### src/sv/acf_pkg.sv
// Shared types, codes and constants for the alignment column filter.
package acf_pkg;

  localparam int MAX_COLUMNS = 65536;
  localparam int MAX_RECORDS = 65535;
  localparam int ADDR_W      = $clog2(MAX_COLUMNS);
  localparam int COL_W       = ADDR_W + 1;
  localparam int RC_W        = $clog2(MAX_RECORDS + 1);
  localparam int TALLY_W     = 16;
  localparam int LIMIT_W     = 14;
  localparam int COUNT_W     = 17;
  localparam int PROD_W      = LIMIT_W + RC_W;
  localparam int QDEPTH      = 4;
  localparam int QPTR_W      = $clog2(QDEPTH);

  localparam logic [LIMIT_W-1:0] LIMIT_RESET = LIMIT_W'(500);
  localparam logic [LIMIT_W-1:0] SCALE       = LIMIT_W'(10000);
  localparam logic [COUNT_W-1:0] COUNT_MAX   = {COUNT_W{1'b1}};
  localparam logic [TALLY_W-1:0] TALLY_MAX   = {TALLY_W{1'b1}};

  // Operation codes on the command port
  localparam logic [2:0] OP_LOAD_SYM  = 3'd0;
  localparam logic [2:0] OP_LOAD_HDR  = 3'd1;
  localparam logic [2:0] OP_EVALUATE  = 3'd2;
  localparam logic [2:0] OP_FILT_SYM  = 3'd3;
  localparam logic [2:0] OP_FILT_HDR  = 3'd4;

  // Configuration register indexes
  localparam logic [1:0] REG_LIMIT    = 2'd0;
  localparam logic [1:0] REG_STRICT   = 2'd1;
  localparam logic [1:0] REG_SNP      = 2'd2;
  localparam logic [1:0] REG_CONST    = 2'd3;

  // Alignment characters
  localparam logic [7:0] CH_N    = 8'h4E;
  localparam logic [7:0] CH_GAP  = 8'h2D;
  localparam logic [7:0] CH_A    = 8'h41;
  localparam logic [7:0] CH_T    = 8'h54;
  localparam logic [7:0] CH_C    = 8'h43;
  localparam logic [7:0] CH_G    = 8'h47;

  typedef struct packed {
    logic [LIMIT_W-1:0] invalid_limit;
    logic               drop_invalid;
    logic               snp_only;
    logic               report_constant;
  } cfg_t;

  // Classified item handed from front to back
  typedef struct packed {
    logic [2:0] op;
    logic [7:0] sym;
    logic       invalid;
    logic [3:0] base;     // one-hot A T C G from bit 0
  } item_t;

endpackage

### src/sv/acf_front.sv
// Front end: accepts commands, classifies symbols and queues items for the back end.
module acf_front (
  input  logic               clk,
  input  logic               rst,
  input  logic               start,
  input  logic [2:0]         operation,
  input  logic [7:0]         symbol,
  output logic               busy,
  output logic               q_valid,
  output acf_pkg::item_t     q_item,
  input  logic               q_take
);
  import acf_pkg::*;

  item_t               q_mem [QDEPTH];
  logic [QPTR_W-1:0]   wp;
  logic [QPTR_W-1:0]   rp;
  logic [QPTR_W:0]     count;
  item_t               dec;
  logic                useful;
  logic                push;

  // Classify the incoming symbol
  always_comb begin
    dec.op      = operation;
    dec.sym     = symbol;
    dec.invalid = (symbol == CH_N) || (symbol == CH_GAP);
    dec.base    = {symbol == CH_G, symbol == CH_C, symbol == CH_T, symbol == CH_A};
    useful      = (operation == OP_LOAD_SYM) || (operation == OP_LOAD_HDR) ||
                  (operation == OP_EVALUATE) || (operation == OP_FILT_SYM) ||
                  (operation == OP_FILT_HDR);
  end

  assign busy    = (count == (QPTR_W+1)'(QDEPTH));
  assign push    = start && !busy && useful;
  assign q_valid = (count != '0);
  assign q_item  = q_mem[rp];

  // Queue storage
  always_ff @(posedge clk) begin
    if (push) begin
      q_mem[wp] <= dec;
    end
  end

  // Queue pointers
  always_ff @(posedge clk) begin
    if (rst) begin
      wp    <= '0;
      rp    <= '0;
      count <= '0;
    end else begin
      if (push) wp <= wp + 1'b1;
      if (q_take) rp <= rp + 1'b1;
      count <= count + (QPTR_W+1)'(push) - (QPTR_W+1)'(q_take);
    end
  end

  a_no_underflow: assert property (@(posedge clk) disable iff (rst) q_take |-> q_valid)
    else $error("queue read while empty");
  a_no_overflow: assert property (@(posedge clk) disable iff (rst)
    count <= (QPTR_W+1)'(QDEPTH)) else $error("queue count out of range");
  a_push_counts: assert property (@(posedge clk) disable iff (rst)
    (push && !q_take) |=> (count == $past(count) + 1'b1)) else $error("push lost");

endmodule

### config.mk
export PLATFORM = sky130hd
export DESIGN_NAME = acf_front
export DESIGN_NICKNAME = d
export VERILOG_FILES = /design/src/sv/acf_pkg.sv /design/src/sv/acf_front.sv
export SDC_FILE = /design/constraint.sdc
export NUM_CORES = 1
export LEC_CHECK = 0
export BUFFER_PORTS_ARGS = -buffer_cell sky130_fd_sc_hd__clkbuf_2
export CORE_ASPECT_RATIO = 0.6
export CORE_MARGIN = 3
export CORE_UTILIZATION = 50
export DETAILED_ROUTE_END_ITERATION = 12
export GPL_TIMING_DRIVEN = 0
export MAX_ROUTING_LAYER = met4
export PLACE_DENSITY_LB_ADDON = 0.3
export SYNTH_ARGS = -nofsm -noshare
export SYNTH_HDL_FRONTEND = slang
export SYNTH_SLANG_ARGS = --single-unit
### constraint.sdc
create_clock -name clk -period 2.74 [get_ports clk]
set_clock_uncertainty 0.1 [all_clocks]
set_input_delay 0.548 -clock clk [delete_from_list [all_inputs] [get_ports clk]]
set_output_delay 0.548 -clock clk [all_outputs]
set_load 0.005 [all_outputs]
==> impl_table.tex, run 1 <==
\begin{tabular}{lr}
\hline
Metric & Value \\
\hline
\multicolumn{2}{l}{\textbf{Clocking}} \\
Root cell of the clock tree & sky130\_fd\_sc\_hd\_\_clkbuf\_8 \\
Clock latency of the later-clocked register in the worst-skew pair & about 0.33 ns \\
Buffer depth of the longest clock path & 2 \\
CTS tree & built \\
Reg clk slew, reported paths & 0.07 ns \\
Number of clock sinks & between 70 and 80 \\
Max H-tree Level & 3 \\
Total of hold buffers inserted after clock tree synthesis & 0 \\
TritonCTS buffer count & 9 \\
\multicolumn{2}{l}{\textbf{Finish}} \\
Fin nets & 210 \\
Area growth from synthesis to layout & 15.16\% \\
Antenna cells & 0 \\
Ratio of cells with drive above 1 in the final layout & 0.3575 \\
Non-filler instance count after layout & 270 \\
\multicolumn{2}{l}{\textbf{Synthesis}} \\
Number of distinct standard cells referenced by the synthesized netlist & 26 \\
Multiplexer area fraction after synthesis & 0.1328 \\
Sequential-to-total area share from yosys stat & 0.7317 \\
Number of warnings reported in the yosys synthesis log & 0 \\
Synthesized area per cell & 19.68 sq um \\
Library cell with the largest summed area after synthesis & sky130\_fd\_sc\_hd\_\_edfxtp\_1 \\
Commonest cells in the netlist & 64 x sky130\_fd\_sc\_hd\_\_edfxtp\_1, 16 x sky130\_fd\_sc\_hd\_\_mux4\_2, 9 x sky130\_fd\_sc\_hd\_\_dfxtp\_1 \\
Flip-flop and latch count after synthesis & 73 \\
Synthesized instance count & 146 \\
Combinational family with the most area after synthesis & multiplexers \\
Leading cell types by total area after synthesis & sky130\_fd\_sc\_hd\_\_edfxtp\_1 67\%, sky130\_fd\_sc\_hd\_\_mux4\_2 13\%, sky130\_fd\_sc\_hd\_\_dfxtp\_1 6.3\% \\
Total standard cell area after synthesis & 2873 sq um \\
Post-synthesis compound-gate area fraction & 0.001742 \\
Most frequent cell after synthesis & sky130\_fd\_sc\_hd\_\_edfxtp\_1 \\
XOR/XNOR Fraction of Synth Area & 0.01220 \\
Synthesized netlist net count & 168 \\
Arithmetic-cell share of the synthesized area counting full adders, half adders and majority gates & 0.03310 \\
Post-synthesis share of cell area spent on and, or, nand and nor gates & 0.07186 \\
Post-synth EDFFs & 64 \\
Post-synthesis async set-or-reset flop share & 0 \\
Top flip-flop cell by instance count after synthesis & sky130\_fd\_sc\_hd\_\_edfxtp\_1 \\
Area fraction of the dominant cell type after synthesis & 0.6690 \\
\multicolumn{2}{l}{\textbf{Placement}} \\
Number of buffers inserted by port buffering & 31 \\
Count of placed standard cells including taps & 254 \\
Final estimated routing congestion in global placement & 0.7120 \\
Half-perimeter wire length after detailed placement & 3240 um \\
\multicolumn{2}{l}{\textbf{Critical path}} \\
Type of origin of the critical path & register \\
Data required time at the worst endpoint & 2.09 ns \\
CP Max Fanout & 10 \\
Arrival time at the worst endpoint & 1.89 ns \\
Buf/Inv on CP & 3 \\
Crit path capture type & primary output \\
Cell-by-cell trace of the critical path & buf\_2 > clkbuf\_4 > mux4\_2 > clkbuf\_2 \\
Critical path type & reg -> out \\
Kind of cell with the highest combined delay on the critical path & buffers and inverters \\
CP max stage delay & 0.54 ns \\
Cell type of the slowest stage on the worst timing path & sky130\_fd\_sc\_hd\_\_mux4\_2 \\
\multicolumn{2}{l}{\textbf{Power}} \\
Pleak & between 0.001 and 0.0015 uW \\
Areal power density over the cells & 726.4 nW/um\^{}2 \\
Peak supply drop & 337.5 uV \\
\multicolumn{2}{l}{\textbf{Timing}} \\
Worst-margin pin slew & 0.8588 ns \\
Slew Limit Fails & 0 \\
Final TNS setup & 0 ns \\
Relative slew margins & 0.4275 \\
Clock period minus worst slack & approximately 2.5 ns \\
Hold\_ws & 0.3519 ns \\
Max Fclk & 393.3 MHz \\
Setup violators final & 0 \\
Final critical-path share of the clock period & 0.9279 \\
Number of hold violations in the final report & 0 \\
Setup repair after global routing missed its margin & false \\
\multicolumn{2}{l}{\textbf{Die}} \\
Io pins & 33 \\
Die area & about 6700 sq um \\
Die boundary width & 103.9 um \\
Area of the core region & 5305 sq um \\
Std-Cell Rows & 20 \\
Die Span Y & 64.72 um \\
Starting density of the core & 0.5415 \\
\multicolumn{2}{l}{\textbf{Route}} \\
Violation count after the first detailed-routing iteration & around 120 \\
Via Count & 1,411 \\
Routed Wire Length & 4760 um \\
Drt wl/cell & $\sim$18 um \\
Number of search-and-repair iterations in the first detailed-routing pass & 4 \\
DRT antenna net count & 0 \\
Detail-routed via count per cell & 5.226 \\
Total DRC errors in the routed layout & 0 \\
\multicolumn{2}{l}{\textbf{Global routing}} \\
Maximum number of pins on one net before global-route repair & 17 \\
Vias in the first global route & 1,553 \\
GRT Util Overall & 0.1640 \\
First-pass GRT wire length & 7790 um \\
Global route overflow & 0 \\
Number of antenna violations at the first check in global routing & 0 \\
\multicolumn{2}{l}{\textbf{Run}} \\
Number of max-cap violations & 0 \\
\multicolumn{2}{l}{\textbf{Hold path}} \\
Path category of the worst min-delay check & in -> reg \\
\multicolumn{2}{l}{\textbf{Status}} \\
Outcome & complete, no violations \\
\hline
\end{tabular}
[where the power goes]
group | leakage (uW) | internal (uW) | switching (uW)
registers | 0.000659 | 1280 | 30.5
logic | 0.000399 | 166 | 159
clock network | 0.0000941 | 417 | 347
[cell type report]
type / count / area [sq um]
clock buffer: 12 / 135.1
tap: 77 / 96.34
fill: 395 / 1997
inverter: 6 / 22.52
buffer: 6 / 28.78
sequential: 73 / 2102
timing repair buffer: 31 / 155.1
clock inverter: 4 / 45.04
multi-input combinational: 61 / 723.2
[cells in the final DEF, fill, tap and decap left out, drive strengths merged, types with 3 or more instances in the layout]
cell type	netlist	routed
inv	6	6
nand2b	4	4
edfxtp	64	64
nor2	8	8
xnor2	3	3
ha	6	6
and2	4	4
clkinv	0	3
mux4	16	16
clkbuf	4	48
dfxtp	9	9
[registers in the layout, indices dropped and copies added (netlist names), named ones only]
signal	cells
q_mem	64
rp	2
wp	2
count	3
[repair_timing]
item	in CTS	in global routing
setup buffers	0	0
gates resized for setup	1	1
setup endpoints to repair	1	10
[cell families after synthesis]
logic type,after synthesis
AOI/OAI and AO/OA,1
xor gates and xnor gates,4
adders and majority gates,7
buffers and inverters,12
DFF,73
muxes,18
and+or+nand+nor,31
[routing by layer]
layer,share of wire,up-vias,wire [um],global-route usage
li1,-,654,-,-
met1,0.45,718,2156,0.2034
met3,0.055,4,263,0.05075
met4,0.0048,0,23,0.06965
met2,0.49,35,2316,0.2557
met5,0,-,0,-
[through the flow]
step | cell area, sq um | setup slack (ns) | power (uW) | util
3_3_place_gp | 3124 | -0.01197 | 1647 | 0.5889
4_1_cts | 3306 | 0.07133 | 2434 | 0.6231
5_1_grt | 3308 | 0.05356 | 2522 | 0.6236
2_1_floorplan | 2873 | 0.2667 | 1540 | -
6_report | 3308 | 0.1977 | 2403 | 0.6236
3_5_place_dp | 3124 | -0.1086 | 1669 | 0.5889
[final timing paths]
path	startpoint	slack, ns	end	cells past startpoint
setup / recovery	register	0.20	q_item[5]	4
hold / removal	operation[1]	0.35	q_mem[0][14]	1
setup reg to reg	count[2]	0.21	count[2]	11
hold reg to reg	rp[0]	0.43	rp[0]	2
Note: power is estimated with default switching activity, not from simulation.
==> run 2, diff against run 1 <==
- clock period: 2.74 -> 3 ns (I/O delays scaled with it)
==> run 2 against run 1 <==
Sequential share of layout area is 0.072 points higher. Count of clock-buffer cells in the layout stayed put. Cell count stayed put.
==> impl_table.tex, run 2 (synthesized netlist as in run 1, its figures left out) <==
\begin{tabular}{lr}
\hline
Metric & Value \\
\hline
\multicolumn{2}{l}{\textbf{Status}} \\
Outcome & complete, no violations \\
\multicolumn{2}{l}{\textbf{Route}} \\
Detailed route wirelength on metal3 & 243 um \\
Routed Wire Length & roughly 4800 um \\
Via Count & 1,427 \\
Max layer used & met4 \\
Violation count after the first detailed-routing iteration & 130 \\
Wire length on met1 & approximately 2200 um \\
DRT antenna net count & 0 \\
Number of search-and-repair iterations in the first detailed-routing pass & 4 \\
Detail-routed via count per cell & 5.285 \\
Wire length on met2 & 2321 um \\
Total DRC errors in the routed layout & 0 \\
Drt wl/cell & 17.64 um \\
\multicolumn{2}{l}{\textbf{Critical path}} \\
Arrival time at the worst endpoint & 2.06 ns \\
Cell count of the worst reg-to-reg path & 11 \\
Crit Reg-Reg Startpoint & count[2] \\
RR Endpoint & count[2] \\
Data required time at the worst endpoint & 2.30 ns \\
Setup slack, reg-to-reg & 0.47 ns \\
Critical path type & reg -> out \\
Type of origin of the critical path & register \\
Crit path capture type & primary output \\
CP Max Fanout & 10 \\
\multicolumn{2}{l}{\textbf{Clocking}} \\
Total of hold buffers inserted after clock tree synthesis & 0 \\
Number of buffers inserted to repair setup after CTS & 0 \\
\# resized after CTS & 0 \\
Buffer depth of the longest clock path & 2 \\
Clock latency of the later-clocked register in the worst-skew pair & 0.33 ns \\
Reg clk slew, reported paths & 0.07 ns \\
Number of clock sinks & 73 \\
Max H-tree Level & 3 \\
CTS tree & built \\
Root cell of the clock tree & sky130\_fd\_sc\_hd\_\_clkbuf\_8 \\
TritonCTS buffer count & 9 \\
\multicolumn{2}{l}{\textbf{Finish}} \\
Antenna cells & 0 \\
Highest-count cells in the layout ignoring fill and taps & 64 x sky130\_fd\_sc\_hd\_\_edfxtp\_1, 31 x sky130\_fd\_sc\_hd\_\_clkbuf\_2, 16 x sky130\_fd\_sc\_hd\_\_mux4\_2 \\
Most common cell after layout, fill and taps aside & sky130\_fd\_sc\_hd\_\_edfxtp\_1 \\
Fin nets & 210 \\
Finished layout cell area & 3304 sq um \\
Area growth from synthesis to layout & 15.03\% \\
Max reg flops & 64 \\
Most flop-heavy register & q\_mem \\
Registers with the highest flip-flop counts & q\_mem x64, count x3 \\
Ratio of cells with drive above 1 in the final layout & 0.3523 \\
Non-filler instance count after layout & 270 \\
\multicolumn{2}{l}{\textbf{Timing}} \\
Hold\_ws & 0.4073 ns \\
Relative slew margins & 0.4314 \\
Max Fclk & 362.8 MHz \\
Final TNS setup & 0 ns \\
Setup violators final & 0 \\
Setup repair after global routing missed its margin & false \\
Clock period minus worst slack & 2.756 ns \\
Final critical-path share of the clock period & 0.9188 \\
Slew Limit Fails & 0 \\
Number of hold violations in the final report & 0 \\
Worst-margin pin slew & 0.8529 ns \\
\multicolumn{2}{l}{\textbf{Global routing}} \\
Number of antenna violations at the first check in global routing & 0 \\
Global route overflow & 0 \\
Vias in the first global route & 1,553 \\
Maximum number of pins on one net before global-route repair & 17 \\
GRT Util Overall & 0.1640 \\
First-pass GRT wire length & 7790 um \\
\multicolumn{2}{l}{\textbf{Die}} \\
Die area & just under 7000 sq um \\
Starting density of the core & 0.5415 \\
Die Span Y & approximately 65 um \\
Std-Cell Rows & 20 \\
Die boundary width & slightly above 100 um \\
Io pins & 33 \\
Area of the core region & 5305 sq um \\
\multicolumn{2}{l}{\textbf{Hold path}} \\
Path category of the worst min-delay check & in -> reg \\
Worst Hold Launch & operation[1] \\
Worst Hold Depth & 1 \\
Sink of the worst hold path & q\_mem[0][14] \\
\multicolumn{2}{l}{\textbf{Placement}} \\
Final estimated routing congestion in global placement & slightly above 0.7 \\
DP Area & 3124 sq um \\
Half-perimeter wire length after detailed placement & between 3000 and 4000 um \\
Count of placed standard cells including taps & 254 \\
Number of buffers inserted by port buffering & 31 \\
\multicolumn{2}{l}{\textbf{Power}} \\
Peak supply drop & between 300 and 400 uV \\
Pleak & 0.001149 uW \\
Areal power density over the cells & 663.2 nW/um\^{}2 \\
\multicolumn{2}{l}{\textbf{Run}} \\
Number of max-cap violations & 0 \\
\hline
\end{tabular}
## run 2: cell types whose count changed in the layout (fill, tap and decap cells not counted), sizes merged
| cell | delta |
|---|---|
| buf | +1 |
| clkbuf | -1 |
## run 2: power by group
part	leakage, uW	internal (uW)	switching [uW]
Combinational	0.000396	150	145
Clock	0.0000941	381	315
Sequential	0.000659	1170	27.8
Total	0.00115	1700	488
## run 2: how the worst max path moves through the flow
stage	start	to
global route	register	q_item[5]
global placement	operation[1]	count[2]
CTS	register	q_item[5]
detailed placement	operation[1]	count[2]
floorplan	operation[1]	count[2]
finish	register	q_item[5]
## run 2: per-layer routing
metal | track usage | vias up
li1 | - | 655
met1 | 0.2034 | 731
met2 | 0.2557 | 37
met3 | 0.05075 | 4
met4 | 0.06965 | 0
met5 | - | -
## run 2: area by class of cell
cell class	instances	area, sq um
flip-flops and latches	73	2102
clock buffers	12	135.1
plain buffers	6	25.02
inverters	6	22.52
repair buffers	31	155.1
clock inverters	4	45.04
multi-input cells	61	723.2
well taps	77	96.34
fillers	396	2001
## run 2: worst max-delay path, cell delays in order, from the launching register on
cell and delay (ns):
sky130_fd_sc_hd__dfxtp_1 0.30, sky130_fd_sc_hd__clkbuf_1 0.35, sky130_fd_sc_hd__clkbuf_1 0.53, sky130_fd_sc_hd__mux4_2 0.41
sky130_fd_sc_hd__clkbuf_2 0.13
## run 2: through the flow
step           total power [uW]    util  setup WS (ns)
2_1_floorplan              1406       -         0.4747
3_3_place_gp               1505  0.5889         0.1960
3_5_place_dp               1524  0.5889        0.09941
4_1_cts                    2223  0.6229         0.2028
5_1_grt                    2303  0.6229        0.08629
6_report                   2192  0.6229         0.2435
